<file path="src/rtl/core/rdmrqs_pkg.sv">
// Shared constants, codes and types of the request queue sequencer.
`default_nettype none

package rdmrqs_pkg;

    localparam int QUEUE_DEPTH = 16;
    localparam int MAX_WAITERS = 15;
    localparam int TAG_BITS    = 8;

    localparam int PTR_W     = (QUEUE_DEPTH > 1) ? $clog2(QUEUE_DEPTH) : 1;
    localparam int COUNT_W   = $clog2(QUEUE_DEPTH + 1);
    localparam int WAIT_W    = $clog2(MAX_WAITERS + 1);
    localparam int OPC_W     = 3;
    localparam int STATUS_W  = 4;
    localparam int KIND_W    = 3;
    localparam int OUTCOME_W = 2;
    localparam int WCNT_W    = 4;
    localparam int LIMIT_W   = 5;
    localparam int ADDR_W    = 3;
    localparam int DATA_W    = 32;
    localparam int REG_IDX_W = ADDR_W - 2;

    localparam logic [LIMIT_W-1:0]   LIMIT_RESET     = 5'd16;
    localparam logic [REG_IDX_W-1:0] REG_QUEUE_LIMIT = 1'b0;

    localparam logic [STATUS_W-1:0] LINK_STATUS_OK = 4'd0;

    localparam logic [OPC_W-1:0] OPC_ENQUEUE   = 3'd0;
    localparam logic [OPC_W-1:0] OPC_PAUSE     = 3'd1;
    localparam logic [OPC_W-1:0] OPC_RESUME    = 3'd2;
    localparam logic [OPC_W-1:0] OPC_REPLY     = 3'd3;
    localparam logic [OPC_W-1:0] OPC_DISC_REQ  = 3'd4;
    localparam logic [OPC_W-1:0] OPC_DISC_DONE = 3'd5;

    localparam logic [KIND_W-1:0] KIND_SEND        = 3'd0;
    localparam logic [KIND_W-1:0] KIND_COMPLETE    = 3'd1;
    localparam logic [KIND_W-1:0] KIND_DISC_START  = 3'd2;
    localparam logic [KIND_W-1:0] KIND_DISC_NOTIFY = 3'd3;
    localparam logic [KIND_W-1:0] KIND_EMPTY_REPLY = 3'd4;

    localparam logic [OUTCOME_W-1:0] OUT_PASS      = 2'd0;
    localparam logic [OUTCOME_W-1:0] OUT_DROPPED   = 2'd1;
    localparam logic [OUTCOME_W-1:0] OUT_BAD_MERGE = 2'd2;
    localparam logic [OUTCOME_W-1:0] OUT_MERGED    = 2'd3;

    typedef enum logic [2:0] {
        OP_ENQ,
        OP_PAUSE,
        OP_RESUME,
        OP_REPLY,
        OP_DISC_REQ,
        OP_DISC_DONE
    } t_op;

    typedef struct packed {
        t_op                 op;
        logic [TAG_BITS-1:0] tag;
        logic [STATUS_W-1:0] status;
        logic                rep_fail;
        logic                rep_more;
        logic                merge_ok;
        logic                full_req;
    } t_cmd;

endpackage

`default_nettype wire

</file>
<file path="src/rtl/core/rdmrqs_ram.sv">
// Generic single write port RAM with registered read.
`default_nettype none

module rdmrqs_ram #(
    parameter int WIDTH = 8,
    parameter int DEPTH = 16,
    localparam int AW = (DEPTH > 1) ? $clog2(DEPTH) : 1
) (
    input  wire logic             i_clk,
    input  wire logic             i_we,
    input  wire logic [AW-1:0]    i_waddr,
    input  wire logic [WIDTH-1:0] i_wdata,
    input  wire logic             i_re,
    input  wire logic [AW-1:0]    i_raddr,
    output logic      [WIDTH-1:0] o_rdata
);

    logic [WIDTH-1:0] r_mem [DEPTH];
    logic [WIDTH-1:0] r_rdata;

    always_ff @(posedge i_clk) begin
        if (i_we) begin
            r_mem[i_waddr] <= i_wdata;
        end
        if (i_re) begin
            r_rdata <= r_mem[i_raddr];
        end
    end

    assign o_rdata = r_rdata;

endmodule

`default_nettype wire

</file>
<file path="src/rtl/core/rdmrqs_front.sv">
// Front end: command decode, reply classification and a two-entry command queue.
`default_nettype none

module rdmrqs_front (
    input  wire logic                               i_clk,
    input  wire logic                               i_rst_n,
    input  wire logic                               i_start,
    output logic                                    o_busy,
    input  wire logic [rdmrqs_pkg::OPC_W-1:0]       i_opcode,
    input  wire logic [rdmrqs_pkg::TAG_BITS-1:0]    i_request_tag,
    input  wire logic [rdmrqs_pkg::STATUS_W-1:0]    i_link_status,
    input  wire logic                               i_has_response,
    input  wire logic                               i_is_ack_overflow,
    input  wire logic                               i_merge_ok,
    input  wire logic                               i_full_discovery,
    output logic                                    o_cmd_valid,
    output rdmrqs_pkg::t_cmd                        o_cmd,
    input  wire logic                               i_cmd_pop
);

    rdmrqs_pkg::t_cmd dec_cmd;
    logic             dec_known;
    logic             push;
    logic             pop;

    rdmrqs_pkg::t_cmd r_slot [2];
    logic             r_wp;
    logic             r_rp;
    logic [1:0]       r_cnt;

    always_comb begin
        dec_known        = 1'b1;
        dec_cmd.op       = rdmrqs_pkg::OP_PAUSE;
        dec_cmd.tag      = i_request_tag;
        dec_cmd.status   = i_link_status;
        dec_cmd.rep_fail = (i_link_status != rdmrqs_pkg::LINK_STATUS_OK) || !i_has_response;
        dec_cmd.rep_more = (i_link_status == rdmrqs_pkg::LINK_STATUS_OK) && i_has_response
                           && i_is_ack_overflow;
        dec_cmd.merge_ok = i_merge_ok;
        dec_cmd.full_req = i_full_discovery;
        case (i_opcode)
            rdmrqs_pkg::OPC_ENQUEUE:   dec_cmd.op = rdmrqs_pkg::OP_ENQ;
            rdmrqs_pkg::OPC_PAUSE:     dec_cmd.op = rdmrqs_pkg::OP_PAUSE;
            rdmrqs_pkg::OPC_RESUME:    dec_cmd.op = rdmrqs_pkg::OP_RESUME;
            rdmrqs_pkg::OPC_REPLY:     dec_cmd.op = rdmrqs_pkg::OP_REPLY;
            rdmrqs_pkg::OPC_DISC_REQ:  dec_cmd.op = rdmrqs_pkg::OP_DISC_REQ;
            rdmrqs_pkg::OPC_DISC_DONE: dec_cmd.op = rdmrqs_pkg::OP_DISC_DONE;
            default:                   dec_known  = 1'b0;
        endcase
    end

    assign o_busy      = (r_cnt == 2'd2);
    assign push        = i_start && !o_busy && dec_known;
    assign o_cmd_valid = (r_cnt != 2'd0);
    assign pop         = i_cmd_pop && o_cmd_valid;
    assign o_cmd       = r_slot[r_rp];

    always_ff @(posedge i_clk) begin
        if (!i_rst_n) begin
            r_wp  <= 1'b0;
            r_rp  <= 1'b0;
            r_cnt <= 2'd0;
        end else begin
            if (push) begin
                r_wp <= !r_wp;
            end
            if (pop) begin
                r_rp <= !r_rp;
            end
            case ({push, pop})
                2'b10:   r_cnt <= r_cnt + 2'd1;
                2'b01:   r_cnt <= r_cnt - 2'd1;
                default: r_cnt <= r_cnt;
            endcase
        end
    end

    always_ff @(posedge i_clk) begin
        if (push) begin
            r_slot[r_wp] <= dec_cmd;
        end
    end

endmodule

`default_nettype wire

</file>
<file path="src/rtl/core/rdmrqs_back.sv">
// Back end: request store, sequencing state and result generation.
`default_nettype none

module rdmrqs_back (
    input  wire logic                                i_clk,
    input  wire logic                                i_rst_n,
    input  wire logic [rdmrqs_pkg::LIMIT_W-1:0]      i_limit,
    input  wire logic                                i_cmd_valid,
    input  wire rdmrqs_pkg::t_cmd                    i_cmd,
    output logic                                     o_cmd_pop,
    output logic                                     o_valid,
    output logic [rdmrqs_pkg::KIND_W-1:0]            o_kind,
    output logic [rdmrqs_pkg::TAG_BITS-1:0]          o_tag,
    output logic [rdmrqs_pkg::OUTCOME_W-1:0]         o_outcome,
    output logic [rdmrqs_pkg::STATUS_W-1:0]          o_reported_status,
    output logic                                     o_full_sweep,
    output logic [rdmrqs_pkg::WCNT_W-1:0]            o_waiter_count,
    output logic                                     o_last
);

    localparam int CMP_W = (rdmrqs_pkg::COUNT_W > rdmrqs_pkg::LIMIT_W) ?
                           rdmrqs_pkg::COUNT_W : rdmrqs_pkg::LIMIT_W;

    typedef enum logic [2:0] {S_IDLE, S_WR, S_RD, S_EXEC, S_NA} t_state;

    typedef struct packed {
        logic [rdmrqs_pkg::KIND_W-1:0]    kind;
        logic [rdmrqs_pkg::TAG_BITS-1:0]  tag;
        logic [rdmrqs_pkg::OUTCOME_W-1:0] outcome;
        logic [rdmrqs_pkg::STATUS_W-1:0]  status;
        logic                             full;
        logic [rdmrqs_pkg::WCNT_W-1:0]    waiters;
    } t_res;

    function automatic t_res mk_res(
        input logic [rdmrqs_pkg::KIND_W-1:0]    kind,
        input logic [rdmrqs_pkg::TAG_BITS-1:0]  tag,
        input logic [rdmrqs_pkg::OUTCOME_W-1:0] outcome,
        input logic [rdmrqs_pkg::STATUS_W-1:0]  status,
        input logic                             full,
        input logic [rdmrqs_pkg::WCNT_W-1:0]    waiters
    );
        t_res r;
        r.kind    = kind;
        r.tag     = tag;
        r.outcome = outcome;
        r.status  = status;
        r.full    = full;
        r.waiters = waiters;
        return r;
    endfunction

    function automatic logic [rdmrqs_pkg::PTR_W-1:0] ptr_inc(
        input logic [rdmrqs_pkg::PTR_W-1:0] p
    );
        logic [rdmrqs_pkg::PTR_W-1:0] r;
        if (p == rdmrqs_pkg::PTR_W'(rdmrqs_pkg::QUEUE_DEPTH - 1)) begin
            r = '0;
        end else begin
            r = p + 1'b1;
        end
        return r;
    endfunction

    t_state                              r_state, n_state;
    rdmrqs_pkg::t_cmd                    r_cmd, n_cmd;
    logic                                r_drop, n_drop;
    logic [rdmrqs_pkg::COUNT_W-1:0]      r_count, n_count;
    logic [rdmrqs_pkg::PTR_W-1:0]        r_head, n_head;
    logic [rdmrqs_pkg::PTR_W-1:0]        r_tail, n_tail;
    logic                                r_inflight, n_inflight;
    logic                                r_en, n_en;
    logic                                r_ovf, n_ovf;
    logic [rdmrqs_pkg::WAIT_W-1:0]       r_wait, n_wait;
    logic                                r_wfull, n_wfull;
    logic [rdmrqs_pkg::WAIT_W-1:0]       r_run, n_run;
    logic                                r_na, n_na;
    logic                                r_valid, n_valid;
    logic                                r_last, n_last;
    t_res                                r_res, n_res;

    logic                                ram_we;
    logic                                ram_re;
    logic [rdmrqs_pkg::TAG_BITS-1:0]     ram_rdata;
    logic                                call_na;
    logic                                na_fire;
    logic                                cpl;
    logic [rdmrqs_pkg::OUTCOME_W-1:0]    cpl_outcome;
    logic [rdmrqs_pkg::STATUS_W-1:0]     cpl_status;
    logic [CMP_W-1:0]                    lim_c;
    logic [CMP_W-1:0]                    dep_c;
    logic [CMP_W-1:0]                    lim_eff;
    logic                                q_full;

    rdmrqs_ram #(
        .WIDTH (rdmrqs_pkg::TAG_BITS),
        .DEPTH (rdmrqs_pkg::QUEUE_DEPTH)
    ) u_store (
        .i_clk   (i_clk),
        .i_we    (ram_we),
        .i_waddr (r_tail),
        .i_wdata (r_cmd.tag),
        .i_re    (ram_re),
        .i_raddr (r_head),
        .o_rdata (ram_rdata)
    );

    assign lim_c   = CMP_W'(i_limit);
    assign dep_c   = CMP_W'(rdmrqs_pkg::QUEUE_DEPTH);
    assign lim_eff = (lim_c > dep_c) ? dep_c : lim_c;
    assign q_full  = CMP_W'(r_count) >= lim_eff;

    always_comb begin
        n_state     = r_state;
        n_cmd       = r_cmd;
        n_drop      = r_drop;
        n_count     = r_count;
        n_head      = r_head;
        n_tail      = r_tail;
        n_inflight  = r_inflight;
        n_en        = r_en;
        n_ovf       = r_ovf;
        n_wait      = r_wait;
        n_wfull     = r_wfull;
        n_run       = r_run;
        n_na        = r_na;
        n_valid     = 1'b0;
        n_last      = r_last;
        n_res       = r_res;
        o_cmd_pop   = 1'b0;
        ram_we      = 1'b0;
        ram_re      = 1'b0;
        call_na     = 1'b0;
        cpl         = 1'b0;
        cpl_outcome = rdmrqs_pkg::OUT_PASS;
        cpl_status  = rdmrqs_pkg::LINK_STATUS_OK;

        case (r_state)
            S_IDLE: begin
                if (i_cmd_valid) begin
                    o_cmd_pop = 1'b1;
                    n_cmd     = i_cmd;
                    n_state   = S_WR;
                end
            end
            S_WR: begin
                n_drop = 1'b0;
                if (r_cmd.op == rdmrqs_pkg::OP_ENQ) begin
                    if (q_full) begin
                        n_drop = 1'b1;
                    end else begin
                        ram_we  = 1'b1;
                        n_tail  = ptr_inc(r_tail);
                        n_count = r_count + 1'b1;
                    end
                end
                n_state = S_RD;
            end
            S_RD: begin
                ram_re  = 1'b1;
                n_state = r_na ? S_NA : S_EXEC;
            end
            S_EXEC: begin
                n_state = S_IDLE;
                case (r_cmd.op)
                    rdmrqs_pkg::OP_ENQ: begin
                        if (r_drop) begin
                            n_valid = 1'b1;
                            n_res   = mk_res(rdmrqs_pkg::KIND_COMPLETE, r_cmd.tag,
                                             rdmrqs_pkg::OUT_DROPPED, '0, 1'b0, '0);
                        end else begin
                            call_na = 1'b1;
                        end
                    end
                    rdmrqs_pkg::OP_PAUSE: begin
                        n_en = 1'b0;
                    end
                    rdmrqs_pkg::OP_RESUME: begin
                        n_en    = 1'b1;
                        call_na = 1'b1;
                    end
                    rdmrqs_pkg::OP_REPLY: begin
                        n_inflight = 1'b0;
                        if (r_count == '0) begin
                            n_valid = 1'b1;
                            n_res   = mk_res(rdmrqs_pkg::KIND_EMPTY_REPLY, '0,
                                             rdmrqs_pkg::OUT_PASS, '0, 1'b0, '0);
                        end else if (r_ovf) begin
                            if (r_cmd.rep_fail) begin
                                cpl        = 1'b1;
                                cpl_status = r_cmd.status;
                            end else if (!r_cmd.merge_ok) begin
                                cpl         = 1'b1;
                                cpl_outcome = rdmrqs_pkg::OUT_BAD_MERGE;
                            end else if (!r_cmd.rep_more) begin
                                cpl         = 1'b1;
                                cpl_outcome = rdmrqs_pkg::OUT_MERGED;
                            end else begin
                                n_inflight = 1'b1;
                                n_valid    = 1'b1;
                                n_res      = mk_res(rdmrqs_pkg::KIND_SEND, ram_rdata,
                                                    rdmrqs_pkg::OUT_PASS, '0, 1'b0, '0);
                            end
                        end else if (r_cmd.rep_more) begin
                            n_ovf      = 1'b1;
                            n_inflight = 1'b1;
                            n_valid    = 1'b1;
                            n_res      = mk_res(rdmrqs_pkg::KIND_SEND, ram_rdata,
                                                rdmrqs_pkg::OUT_PASS, '0, 1'b0, '0);
                        end else begin
                            cpl        = 1'b1;
                            cpl_status = r_cmd.status;
                        end
                    end
                    rdmrqs_pkg::OP_DISC_REQ: begin
                        if (r_wait != rdmrqs_pkg::WAIT_W'(rdmrqs_pkg::MAX_WAITERS)) begin
                            n_wait = r_wait + 1'b1;
                        end
                        if (r_cmd.full_req) begin
                            n_wfull = 1'b1;
                        end
                        call_na = 1'b1;
                    end
                    rdmrqs_pkg::OP_DISC_DONE: begin
                        if (r_run != '0) begin
                            n_valid = 1'b1;
                            n_res   = mk_res(rdmrqs_pkg::KIND_DISC_NOTIFY, '0,
                                             rdmrqs_pkg::OUT_PASS, '0, 1'b0,
                                             rdmrqs_pkg::WCNT_W'(r_run));
                            n_run   = '0;
                            call_na = 1'b1;
                        end
                    end
                    default: begin
                        n_state = S_IDLE;
                    end
                endcase
                if (cpl) begin
                    n_valid = 1'b1;
                    n_res   = mk_res(rdmrqs_pkg::KIND_COMPLETE, ram_rdata, cpl_outcome,
                                     cpl_status, 1'b0, '0);
                    n_head  = ptr_inc(r_head);
                    n_count = r_count - 1'b1;
                    n_ovf   = 1'b0;
                    call_na = 1'b1;
                end
            end
            S_NA: begin
                n_valid = 1'b1;
                n_last  = 1'b1;
                n_na    = 1'b0;
                n_state = S_IDLE;
                if (r_wait != '0) begin
                    n_res   = mk_res(rdmrqs_pkg::KIND_DISC_START, '0,
                                     rdmrqs_pkg::OUT_PASS, '0, r_wfull, '0);
                    n_run   = r_wait;
                    n_wait  = '0;
                    n_wfull = 1'b0;
                end else begin
                    n_inflight = 1'b1;
                    n_res      = mk_res(rdmrqs_pkg::KIND_SEND, ram_rdata,
                                        rdmrqs_pkg::OUT_PASS, '0, 1'b0, '0);
                end
            end
            default: begin
                n_state = S_IDLE;
            end
        endcase

        // next action fires on the state left behind by the primary action
        na_fire = n_en && !n_inflight && (n_run == '0) && ((n_wait != '0) || (n_count != '0));
        if (r_state == S_EXEC) begin
            n_na   = call_na && na_fire;
            n_last = !(call_na && na_fire);
            if (call_na && na_fire) begin
                n_state = S_RD;
            end
        end
    end

    always_ff @(posedge i_clk) begin
        if (!i_rst_n) begin
            r_state    <= S_IDLE;
            r_count    <= '0;
            r_head     <= '0;
            r_tail     <= '0;
            r_inflight <= 1'b0;
            r_en       <= 1'b1;
            r_ovf      <= 1'b0;
            r_wait     <= '0;
            r_wfull    <= 1'b0;
            r_run      <= '0;
            r_na       <= 1'b0;
            r_valid    <= 1'b0;
            r_drop     <= 1'b0;
            r_last     <= 1'b0;
        end else begin
            r_state    <= n_state;
            r_cmd      <= n_cmd;
            r_drop     <= n_drop;
            r_count    <= n_count;
            r_head     <= n_head;
            r_tail     <= n_tail;
            r_inflight <= n_inflight;
            r_en       <= n_en;
            r_ovf      <= n_ovf;
            r_wait     <= n_wait;
            r_wfull    <= n_wfull;
            r_run      <= n_run;
            r_na       <= n_na;
            r_valid    <= n_valid;
            r_last     <= n_last;
            r_res      <= n_res;
        end
    end

    assign o_valid           = r_valid;
    assign o_kind            = r_res.kind;
    assign o_tag             = r_res.tag;
    assign o_outcome         = r_res.outcome;
    assign o_reported_status = r_res.status;
    assign o_full_sweep      = r_res.full;
    assign o_waiter_count    = r_res.waiters;
    assign o_last            = r_last;

`ifndef SYNTHESIS
    a_send_sets_flight: assert property (@(posedge i_clk) disable iff (!i_rst_n)
        r_valid && (r_res.kind == rdmrqs_pkg::KIND_SEND) |-> r_inflight)
        else $error("send issued without in-flight flag");

    a_disc_start_runs: assert property (@(posedge i_clk) disable iff (!i_rst_n)
        r_valid && (r_res.kind == rdmrqs_pkg::KIND_DISC_START) |-> (r_run != '0))
        else $error("discovery started with no running count");

    a_ovf_has_head: assert property (@(posedge i_clk) disable iff (!i_rst_n)
        r_ovf |-> r_inflight && (r_count != '0))
        else $error("overflow sequence active without head in flight");

    a_second_follows: assert property (@(posedge i_clk) disable iff (!i_rst_n)
        r_valid && !r_last |=> ##1 (r_valid && r_last))
        else $error("second result of a transfer missing");
`endif

endmodule

`default_nettype wire

</file>
<file path="src/rtl/core/rdm_request_queue_sequencer_top.sv">
// Top level of the request queue sequencer: config registers, front end and back end.
//
//  channel   | ports                                 | handshake
//  ----------+---------------------------------------+-------------------------------
//  command   | start, busy, i_opcode .. i_full_disc. | transfer when start && !busy
//  result    | o_valid, o_kind .. o_waiter_count,    | one-cycle strobe o_valid,
//            | o_last                                | no back-pressure
//  config    | psel, penable, pwrite, paddr, pwdata, | APB write, pready tied high
//            | prdata, pready                        |
//
//  Command transfers with a known opcode are registered into a two-entry queue; busy is
//  high while it is full. The back end steps through pop, store write, store read and
//  execute per command, then store re-read and issue if a send or discovery start follows,
//  and pops the next command only from idle. Results are registered in execute and in issue;
//  when both give one, the issue result is the second.
//  Reset is synchronous; no clearing pass, store data is only used where it was written.
`default_nettype none

module rdm_request_queue_sequencer_top (
    input  wire logic                                i_clk,
    input  wire logic                                i_rst_n,
    input  wire logic                                start,
    output logic                                     busy,
    input  wire logic [rdmrqs_pkg::OPC_W-1:0]        i_opcode,
    input  wire logic [rdmrqs_pkg::TAG_BITS-1:0]     i_request_tag,
    input  wire logic [rdmrqs_pkg::STATUS_W-1:0]     i_link_status,
    input  wire logic                                i_has_response,
    input  wire logic                                i_is_ack_overflow,
    input  wire logic                                i_merge_ok,
    input  wire logic                                i_full_discovery,
    output logic                                     o_valid,
    output logic [rdmrqs_pkg::KIND_W-1:0]            o_kind,
    output logic [rdmrqs_pkg::TAG_BITS-1:0]          o_tag,
    output logic [rdmrqs_pkg::OUTCOME_W-1:0]         o_outcome,
    output logic [rdmrqs_pkg::STATUS_W-1:0]          o_reported_status,
    output logic                                     o_full_sweep,
    output logic [rdmrqs_pkg::WCNT_W-1:0]            o_waiter_count,
    output logic                                     o_last,
    input  wire logic                                psel,
    input  wire logic                                penable,
    input  wire logic                                pwrite,
    input  wire logic [rdmrqs_pkg::ADDR_W-1:0]       paddr,
    input  wire logic [rdmrqs_pkg::DATA_W-1:0]       pwdata,
    output logic      [rdmrqs_pkg::DATA_W-1:0]       prdata,
    output logic                                     pready
);

    logic [rdmrqs_pkg::LIMIT_W-1:0] r_limit;
    logic                           cfg_wr;
    logic                           cmd_valid;
    logic                           cmd_pop;
    rdmrqs_pkg::t_cmd               cmd;

    assign pready = 1'b1;
    assign cfg_wr = psel && penable && pwrite && pready
                    && (paddr[rdmrqs_pkg::ADDR_W-1:2] == rdmrqs_pkg::REG_QUEUE_LIMIT);
    assign prdata = (paddr[rdmrqs_pkg::ADDR_W-1:2] == rdmrqs_pkg::REG_QUEUE_LIMIT) ?
                    rdmrqs_pkg::DATA_W'(r_limit) : '0;

    always_ff @(posedge i_clk) begin
        if (!i_rst_n) begin
            r_limit <= rdmrqs_pkg::LIMIT_RESET;
        end else if (cfg_wr) begin
            r_limit <= pwdata[rdmrqs_pkg::LIMIT_W-1:0];
        end
    end

    rdmrqs_front u_front (
        .i_clk             (i_clk),
        .i_rst_n           (i_rst_n),
        .i_start           (start),
        .o_busy            (busy),
        .i_opcode          (i_opcode),
        .i_request_tag     (i_request_tag),
        .i_link_status     (i_link_status),
        .i_has_response    (i_has_response),
        .i_is_ack_overflow (i_is_ack_overflow),
        .i_merge_ok        (i_merge_ok),
        .i_full_discovery  (i_full_discovery),
        .o_cmd_valid       (cmd_valid),
        .o_cmd             (cmd),
        .i_cmd_pop         (cmd_pop)
    );

    rdmrqs_back u_back (
        .i_clk             (i_clk),
        .i_rst_n           (i_rst_n),
        .i_limit           (r_limit),
        .i_cmd_valid       (cmd_valid),
        .i_cmd             (cmd),
        .o_cmd_pop         (cmd_pop),
        .o_valid           (o_valid),
        .o_kind            (o_kind),
        .o_tag             (o_tag),
        .o_outcome         (o_outcome),
        .o_reported_status (o_reported_status),
        .o_full_sweep      (o_full_sweep),
        .o_waiter_count    (o_waiter_count),
        .o_last            (o_last)
    );

endmodule

`default_nettype wire

</file>
<file path="config.mk">
export PLATFORM = sky130hd
export DESIGN_NAME = rdm_request_queue_sequencer_top
export DESIGN_NICKNAME = d
export VERILOG_FILES = /design/src/rtl/core/rdmrqs_pkg.sv /design/src/rtl/core/rdmrqs_ram.sv /design/src/rtl/core/rdmrqs_front.sv /design/src/rtl/core/rdmrqs_back.sv /design/src/rtl/core/rdm_request_queue_sequencer_top.sv
export SDC_FILE = /design/constraint.sdc
export NUM_CORES = 1
export LEC_CHECK = 0
export ABC_CLOCK_PERIOD_IN_PS = 5600
export BUFFER_PORTS_ARGS = -buffer_cell sky130_fd_sc_hd__buf_2
export CAP_MARGIN = 20
export CORE_MARGIN = 2
export CORE_UTILIZATION = 60
export CTS_CLUSTER_SIZE = 16
export DETAILED_ROUTE_END_ITERATION = 10
export PLACE_DENSITY = 0.81
export SETUP_SLACK_MARGIN = 0.2
export SLEW_MARGIN = 20
export SYNTH_ARGS = -nofsm -noshare
export SYNTH_HDL_FRONTEND = slang
export SYNTH_SLANG_ARGS = --single-unit
</file>
<file path="constraint.sdc">
create_clock -name i_clk -period 5.6 [get_ports i_clk]
set_input_delay 0.56 -clock i_clk [delete_from_list [all_inputs] [get_ports i_clk]]
set_output_delay 0.56 -clock i_clk [all_outputs]
set_load 0.02 [all_outputs]
</file>
==> flow_summary_export.csv, run 1 <==
group,metric,value,unit
status,run_status,"complete, no violations",
timing,timing.setup.tns,0,ns
timing,tightest_slew,1.113,ns
placed_design,place_congestion,0.8271,
timing,final_period_minus_worst_setup_slack,3.404,ns
grt,via_count_of_the_first_global_routing_pass,5888,
setup_path,critical_path.max_stage_delay,0.85,ns
synth,synth_area_per_cell,15.75,um^2
synth,synth_cells,679,
floorplan,fp.dieArea,18910,um^2
clock_network,clock_tree.root_cell,"sky130_fd_sc_hd__clkbuf_16",
clock_network,clock_tree_from_tritoncts,"yes",
power_and_ir_drop,power-per-cell-area,362.2,nW/um^2
setup_path,timing_worst_setup_path_type,"flip-flop to flip-flop",
timing,final.period_utilization,60.79,%
finish,mostFrequentLayoutCells,"sky130_fd_sc_hd__edfxtp_1 (215), sky130_fd_sc_hd__buf_2 (60), sky130_fd_sc_hd__mux4_2 (40)",
timing,grt_setup_unrepaired,"no",
setup_path,crit_slowest_cell,"sky130_fd_sc_hd__nor2_1",
synth,ys.warnings.count,0,
setup_path,setup_crit_start_kind,"flip-flop",
synth,synth_top_area_cell,"sky130_fd_sc_hd__edfxtp_1",
setup_path,crit_chain,"nor2b_1 > ha_1 > nand2b_1 > a211oi_1 > o2111a_1 > nand2_1 > nor2_1",
synth,fraction_of_synthesis_flops_using_an_asynchronous_set_or_reset_pin,0,%
synth,synth.lib_cells_used.distinct,58,
setup_path,cp_top_family,"simple AND/OR/NAND/NOR gates",
setup_path,cp.required,5.72,ns
timing,timing.final.setup_violations,0,
setup_path,endpoint_type_of_the_worst_setup_path,"flip-flop",
finish,post_route_cells_drive_above_1_share,23.36,%
power_and_ir_drop,max-vdd-ir-drop,0.2670,mV
finish,ff_latch_area,7279,um^2
finish,multiInputGateArea,3147,um^2
detailed_routing,total_via_count_after_detailed_routing,5867,
placed_design,io_buffers,60,
setup_path,worst-path-max-fanout,9,
detailed_routing,detail_route.iter0.violations,466,
synth,synth_seq_area_share,68.04,%
floorplan,io_pins,118,
detailed_routing,routed_wirelength,20510,um
timing,remaining_max_slew_budget_at_the_tightest_pin,25.54,%
grt,grt_pass1_wl,31790,um
min_path,worst_hold_check_path_type,"input port to flip-flop",
run,maxCapViolCount,0,
power_and_ir_drop,cellLeakagePower,4.078,nW
timing,postLayoutSetupSlackWorst,2.196,ns
placed_design,hpwlAfterDp,13140,um
grt,grt_use_total,22.52,%
clock_network,clk-insertion-delay-late,0.51,ns
grt,grt_start_max_net_pins,44,
synth,netlist_top_cells_area,"sky130_fd_sc_hd__edfxtp_1 (60%), sky130_fd_sc_hd__mux4_2 (8.4%), sky130_fd_sc_hd__dfxtp_1 (7.7%), sky130_fd_sc_hd__mux2_2 (2.1%), sky130_fd_sc_hd__buf_4 (2.0%)",
clock_network,cts.repair_timing.setup_buffer_count,0,
setup_path,worstPathBufferInverterCount,0,
floorplan,rows,48,
timing,slew_violations,0,
detailed_routing,avgRoutedWirePerCell,20.78,um
floorplan,core_area,17360,um^2
synth,synth_top_flop_cell,"sky130_fd_sc_hd__edfxtp_1",
synth,synth_top_area_share,60.36,%
clock_network,postCtsResizedCells,0,
timing,achievable-frequency,0.2938,GHz
floorplan,initial_utilization,61.62,%
clock_network,clkTransAtPathRegs,0.06,ns
finish,antenna_cells,0,
detailed_routing,vias_per_cell,5.944,
synth,synth_edf_count,215,
finish,area_growth,11.45,%
clock_network,clk_path_buf_depth,3,
synth,syn_area,10700,um^2
detailed_routing,firstDrtPassIters,5,
detailed_routing,final_antenna_net_count,0,
grt,globalRouteOverflowTotal,0,
finish,final_net_count,820,
detailed_routing,drc,0,
clock_network,cts_inserted_buffers,25,
grt,grt_antenna_before_repair,0,
floorplan,die_y,137.5,um
synth,yosys_register_bits,256,
clock_network,cts-htree-levels,1,
placed_design,place_worst_setup_slack,2.308,ns
timing,finClkSkew,0.01683,ns
finish,final_common_cell,"sky130_fd_sc_hd__edfxtp_1",
finish,filler_cell_count,1107,
clock_network,clkSinkCount,256,
setup_path,arrival,3.52,ns
clock_network,cts_hold_repair.buffers,0,
floorplan,floorplan.die.width,137.5,um
timing,report.final.hold_viol_count,0,
[per-stage QoR]
stage	hold slack, ns	utilization, %	cell area [um^2]	total power [mW]	std cells
2_1_floorplan	0.4464	-	10790	2.577	705
3_3_place_gp	0.4748	63.99	11110	2.655	943
3_5_place_dp	0.4757	63.99	11110	2.688	943
4_1_cts	0.2247	68.68	11920	4.344	987
5_1_grt	0.2266	68.68	11920	4.457	987
6_report	0.2416	68.68	11920	4.317	987
[worst paths after layout]
check / cells past startpoint / slack, ns / from / end
min reg2reg: 2 / 0.50 / u_back.r_drop / u_back.r_drop
min: 1 / 0.24 / i_request_tag[6] / u_front.r_slot[0][14]
max reg2reg: 7 / 2.20 / r_limit[0] / u_back.u_store.r_mem[11][1]
max: 7 / 2.20 / r_limit[0] / u_back.u_store.r_mem[11][1]
[area by class of cell]
| type | instances | share of cell area (%) |
|---|---|---|
| Sequential cell | 256 | 61.07 |
| Multi-Input combinational cell | 384 | 26.40 |
| Clock buffer | 29 | 5.374 |
| Timing Repair Buffer | 68 | 3.023 |
| Tap cell | 225 | 2.362 |
| Clock inverter | 15 | 1.459 |
| Inverter | 10 | 0.3149 |
[synth_stat cells, drive strengths merged, types with 6 or more instances]
library cell and count:
edfxtp 215, dfxtp 41, mux4 40, nand2 36
buf 34, nor2 34, and2 24, nor2b 23
clkbuf 21, mux2 20, a21oi 19, o21ai 18
ha 15, nand2b 13, nor3 12, inv 10
nand3 9, a22o 8, and3 8, mux2i 7
a21boi 6, xnor2 6
[sequential cells by signal, indices dropped and copies added, names as in the netlist, 4 cells and up]
register                  cells
r_limit                       5
u_back.o_reported_status      4
u_back.o_tag                  8
u_back.o_waiter_count         4
u_back.r_cmd                 19
u_back.r_count                5
u_back.r_head                 4
u_back.r_run                  4
u_back.r_tail                 4
u_back.r_wait                 4
u_back.u_store.o_rdata        8
u_back.u_store.r_mem        128
u_front.r_slot               38
[report_power, final]
group	internal [mW]	switching (mW)	total [mW]	leakage [nW]
sequential	2.22	0.112	2.33	2.29
combinational	0.137	0.187	0.324	1.39
clock	1.00	0.664	1.66	0.403
[logic make-up (layout without fill, tap and decap cells)]
group / Yosys count / in the layout / synth area share (%)
AND/OR/NAND/NOR: 187 / 187 / 9.733
buffers and inverters: 65 / 122 / 3.451
AO/OA/AOI/OAI: 80 / 80 / 5.194
flip-flops: 256 / 256 / 68.04
other: 2 / 28 / 0.07022
adder cells (fa/ha/maj): 15 / 15 / 1.755
XOR/XNOR: 7 / 7 / 0.5732
multiplexers: 67 / 67 / 11.18
[per-layer routing]
layer	global-route usage [%]	share of wire, %	up-vias
li1	-	-	2676
met5	0	0	-
met2	37.06	49	242
met4	6.701	2.2	0
met1	31.33	42	2912
met3	3.863	6.6	37
(Power assumes the default switching activity.)
==> run 2, diff against run 1 <==
--- a/config.mk
+++ b/config.mk
@@ -5,14 +5,14 @@
 export SDC_FILE = /design/constraint.sdc
 export NUM_CORES = 1
 export LEC_CHECK = 0
-export ABC_CLOCK_PERIOD_IN_PS = 5600
+export ABC_CLOCK_PERIOD_IN_PS = 3400
 export BUFFER_PORTS_ARGS = -buffer_cell sky130_fd_sc_hd__buf_2
 export CAP_MARGIN = 20
 export CORE_MARGIN = 2
-export CORE_UTILIZATION = 60
+export CORE_UTILIZATION = 58
 export CTS_CLUSTER_SIZE = 16
 export DETAILED_ROUTE_END_ITERATION = 10
-export PLACE_DENSITY = 0.81
+export PLACE_DENSITY = 0.79
 export SETUP_SLACK_MARGIN = 0.2
 export SLEW_MARGIN = 20
 export SYNTH_ARGS = -nofsm -noshare
==> constraint.sdc (replaced) <==
create_clock -name i_clk -period 3.4 [get_ports i_clk]
set_input_delay 0.34 -clock i_clk [delete_from_list [all_inputs] [get_ports i_clk]]
set_output_delay 0.34 -clock i_clk [all_outputs]
set_load 0.02 [all_outputs]
==> run 2 against run 1 <==
  * Cell count grew 2.9%
  * Routed wire length rose by 2.3%
  * Clock skew fell by 0.0070 ns
  * Die area increased by 3.4%
  * Via count rose by 4.2%
  * Critical path type unchanged
  * Largest cell class unchanged
==> flow_summary_export.csv, run 2 (same netlist as run 1, synthesis figures left out) <==
group,metric,value,unit
finish,top_register,"u_back.u_store.r_mem",
timing,achievable-frequency,0.3385,GHz
run,maxCapViolCount,0,
clock_network,clk_path_buf_depth,3,
clock_network,clk-insertion-delay-late,0.52,ns
timing,slew_violations,0,
timing,timing.final.setup_violations,0,
setup_path,crit_slowest_cell,"sky130_fd_sc_hd__o2111a_1",
finish,mostFrequentLayoutCells,"sky130_fd_sc_hd__edfxtp_1 (215), sky130_fd_sc_hd__buf_2 (60), sky130_fd_sc_hd__mux4_2 (40), sky130_fd_sc_hd__dfxtp_1 (40)",
power_and_ir_drop,switching_share,22.03,%
floorplan,core_area,18020,um^2
finish,top_regs,"u_back.u_store.r_mem: 128 flops, u_front.r_slot: 38 flops, u_back.r_cmd: 19 flops",
finish,ff_latch_area,7278,um^2
floorplan,initial_utilization,59.34,%
setup_path,arrival,3.42,ns
setup_path,endpoint_type_of_the_worst_setup_path,"flip-flop",
timing,final_period_minus_worst_setup_slack,2.954,ns
finish,max_reg_flops,128,
clock_network,clkTransAtPathRegs,0.07,ns
detailed_routing,vias_per_cell,6.017,
grt,via_count_of_the_first_global_routing_pass,5970,
clock_network,clock_tree.root_cell,"sky130_fd_sc_hd__clkbuf_16",
timing,grt_setup_unrepaired,"no",
timing,tightest_slew,0.8835,ns
power_and_ir_drop,share_of_total_power_in_the_clock_network,42.6,%
finish,area_growth,14.94,%
finish,multiInputGateArea,3147,um^2
timing,remaining_max_slew_budget_at_the_tightest_pin,41.10,%
clock_network,clock_tree_from_tritoncts,"yes",
setup_path,cp.required,3.87,ns
setup_path,worst-path-max-fanout,9,
placed_design,hpwlAfterDp,13670,um
detailed_routing,detail_route.iter0.violations,599,
detailed_routing,avgRoutedWirePerCell,20.65,um
detailed_routing,routed_wirelength,20990,um
status,run_status,"complete, no violations",
placed_design,dpl_cell_area,11240,um^2
power_and_ir_drop,internal_power,5.950,mW
grt,grt_pass1_wl,32600,um
power_and_ir_drop,cellLeakagePower,4.262,nW
placed_design,place_congestion,0.8670,
floorplan,io_pins,118,
detailed_routing,total_via_count_after_detailed_routing,6113,
timing,final.period_utilization,86.88,%
power_and_ir_drop,power-per-cell-area,620.8,nW/um^2
setup_path,timing_worst_setup_path_type,"flip-flop to flip-flop",
floorplan,rows,49,
finish,final_cell_area,12290,um^2
grt,grt_use_total,21.53,%
grt,grt_start_max_net_pins,37,
power_and_ir_drop,netSwitchingPower,1.681,mW
floorplan,floorplan.die.width,139.8,um
power_and_ir_drop,combPwrFrac,6.8,%
finish,filler_cell_count,1143,
detailed_routing,final_antenna_net_count,0,
min_path,worst_hold_check_path_type,"input port to flip-flop",
finish,antenna_cells,0,
detailed_routing,drc,0,
floorplan,die_y,139.8,um
finish,final_net_count,842,
timing,report.final.hold_viol_count,0,
finish,post_route_cells_drive_above_1_share,25.67,%
detailed_routing,firstDrtPassIters,6,
timing,finClkSkew,0.009819,ns
placed_design,io_buffers,60,
clock_network,cts-htree-levels,1,
clock_network,cts_inserted_buffers,26,
power_and_ir_drop,seq_power_share,50.6,%
finish,layoutNonFillerInstCount,1016,
grt,globalRouteOverflowTotal,0,
grt,grt_antenna_before_repair,0,
timing,timing.setup.tns,0,ns
floorplan,fp.dieArea,19540,um^2
setup_path,critical_path.max_stage_delay,0.49,ns
finish,final_common_cell,"sky130_fd_sc_hd__edfxtp_1",
clock_network,clkSinkCount,256,
setup_path,setup_crit_start_kind,"flip-flop",
power_and_ir_drop,max-vdd-ir-drop,0.4624,mV
setup_path,crit_chain,"inv_1 > ha_1 > nand2b_1 > a211oi_1 > o2111a_1 > a22oi_1 > xnor2_1 > a2111oi_4 > o221a_1",
placed_design,numPlacedInstances,963,
==> run 2: cell count changes in the layout (fill, tap and decap cells not counted), moves of 3 or more <==
cell / previous run / this run
sky130_fd_sc_hd__clkinv_1: 4 / 1
sky130_fd_sc_hd__bufinv_16: 4 / 8
sky130_fd_sc_hd__buf_4: 8 / 23
sky130_fd_sc_hd__clkinv_2: 6 / 3
sky130_fd_sc_hd__dlygate4sd3_1: 0 / 5
sky130_fd_sc_hd__clkinvlp_4: 0 / 4
==> run 2: repair_timing <==
item / 4_1_cts / 5_1_grt
resized for setup: 0 / 0
hold buffers: 5 / 0
hold endpoints to repair: 9 / 0
setup buffers: 0 / 0
setup endpoints to repair: 0 / 0
==> run 2: worst max-delay path, delay by kind of cell (launching register included) <==
kind                       cells  cell delay, ns
AOI/OAI and AO/OA              5            1.76
xor gates and xnor gates       1            0.18
adders and majority gates      1            0.28
buffers and inverters          1            0.12
DFF                            1            0.43
and+or+nand+nor                1            0.13
==> run 2: area by class of cell <==
type,count,area share (%)
Clock inverter,19,2.585
Sequential cell,256,59.21
Tap cell,229,2.331
Timing Repair Buffer,89,4.417
Multi-Input combinational cell,384,25.60
Inverter,10,0.3053
Clock buffer,29,5.557
==> run 2: stage by stage <==
stage          setup WS (ns)  power, mW  hold WS (ns)  util [%]
3_5_place_dp          0.4775      4.426        0.4722     62.37
4_1_cts               0.4765      7.671      0.001558     68.20
6_report              0.4460      7.631       0.01786     68.20
5_1_grt               0.2750      7.860      0.002936     68.20
2_1_floorplan         0.6717      4.245        0.4389         -
3_3_place_gp          0.5975      4.384        0.4739     62.37
==> run 2: power by group through the flow <==
stage / clock, mW / combinational (mW) / sequential, mW
after global placement: 0 / 0.485 / 3.90
after CTS: 3.30 / 0.522 / 3.85
after global routing: 3.41 / 0.572 / 3.87
after detailed placement: 0 / 0.509 / 3.92
final: 3.25 / 0.522 / 3.86
after floorplan: 0 / 0.437 / 3.81
==> run 2: final timing paths <==
| check | to | start | slack, ns | cells after the start |
|---|---|---|---|---|
| setup / recovery | u_back.o_last | u_back.r_count[0] | 0.45 | 9 |
| hold / removal | u_front.r_slot[0][15] | i_request_tag[7] | 0.02 | 1 |
| setup reg to reg | u_back.o_last | u_back.r_count[0] | 0.45 | 9 |
| hold reg to reg | u_back.r_na | u_back.r_na | 0.50 | 2 |
==> run 2: layer usage <==
metal  wire length [um]  global-route usage [%]  up-vias
li1                   -                       -     2725
met1               8460                   30.04     3024
met2              10340                   35.35      317
met3               1648                   3.579       47
met4                538                   6.632        0
met5                  0                       0        -
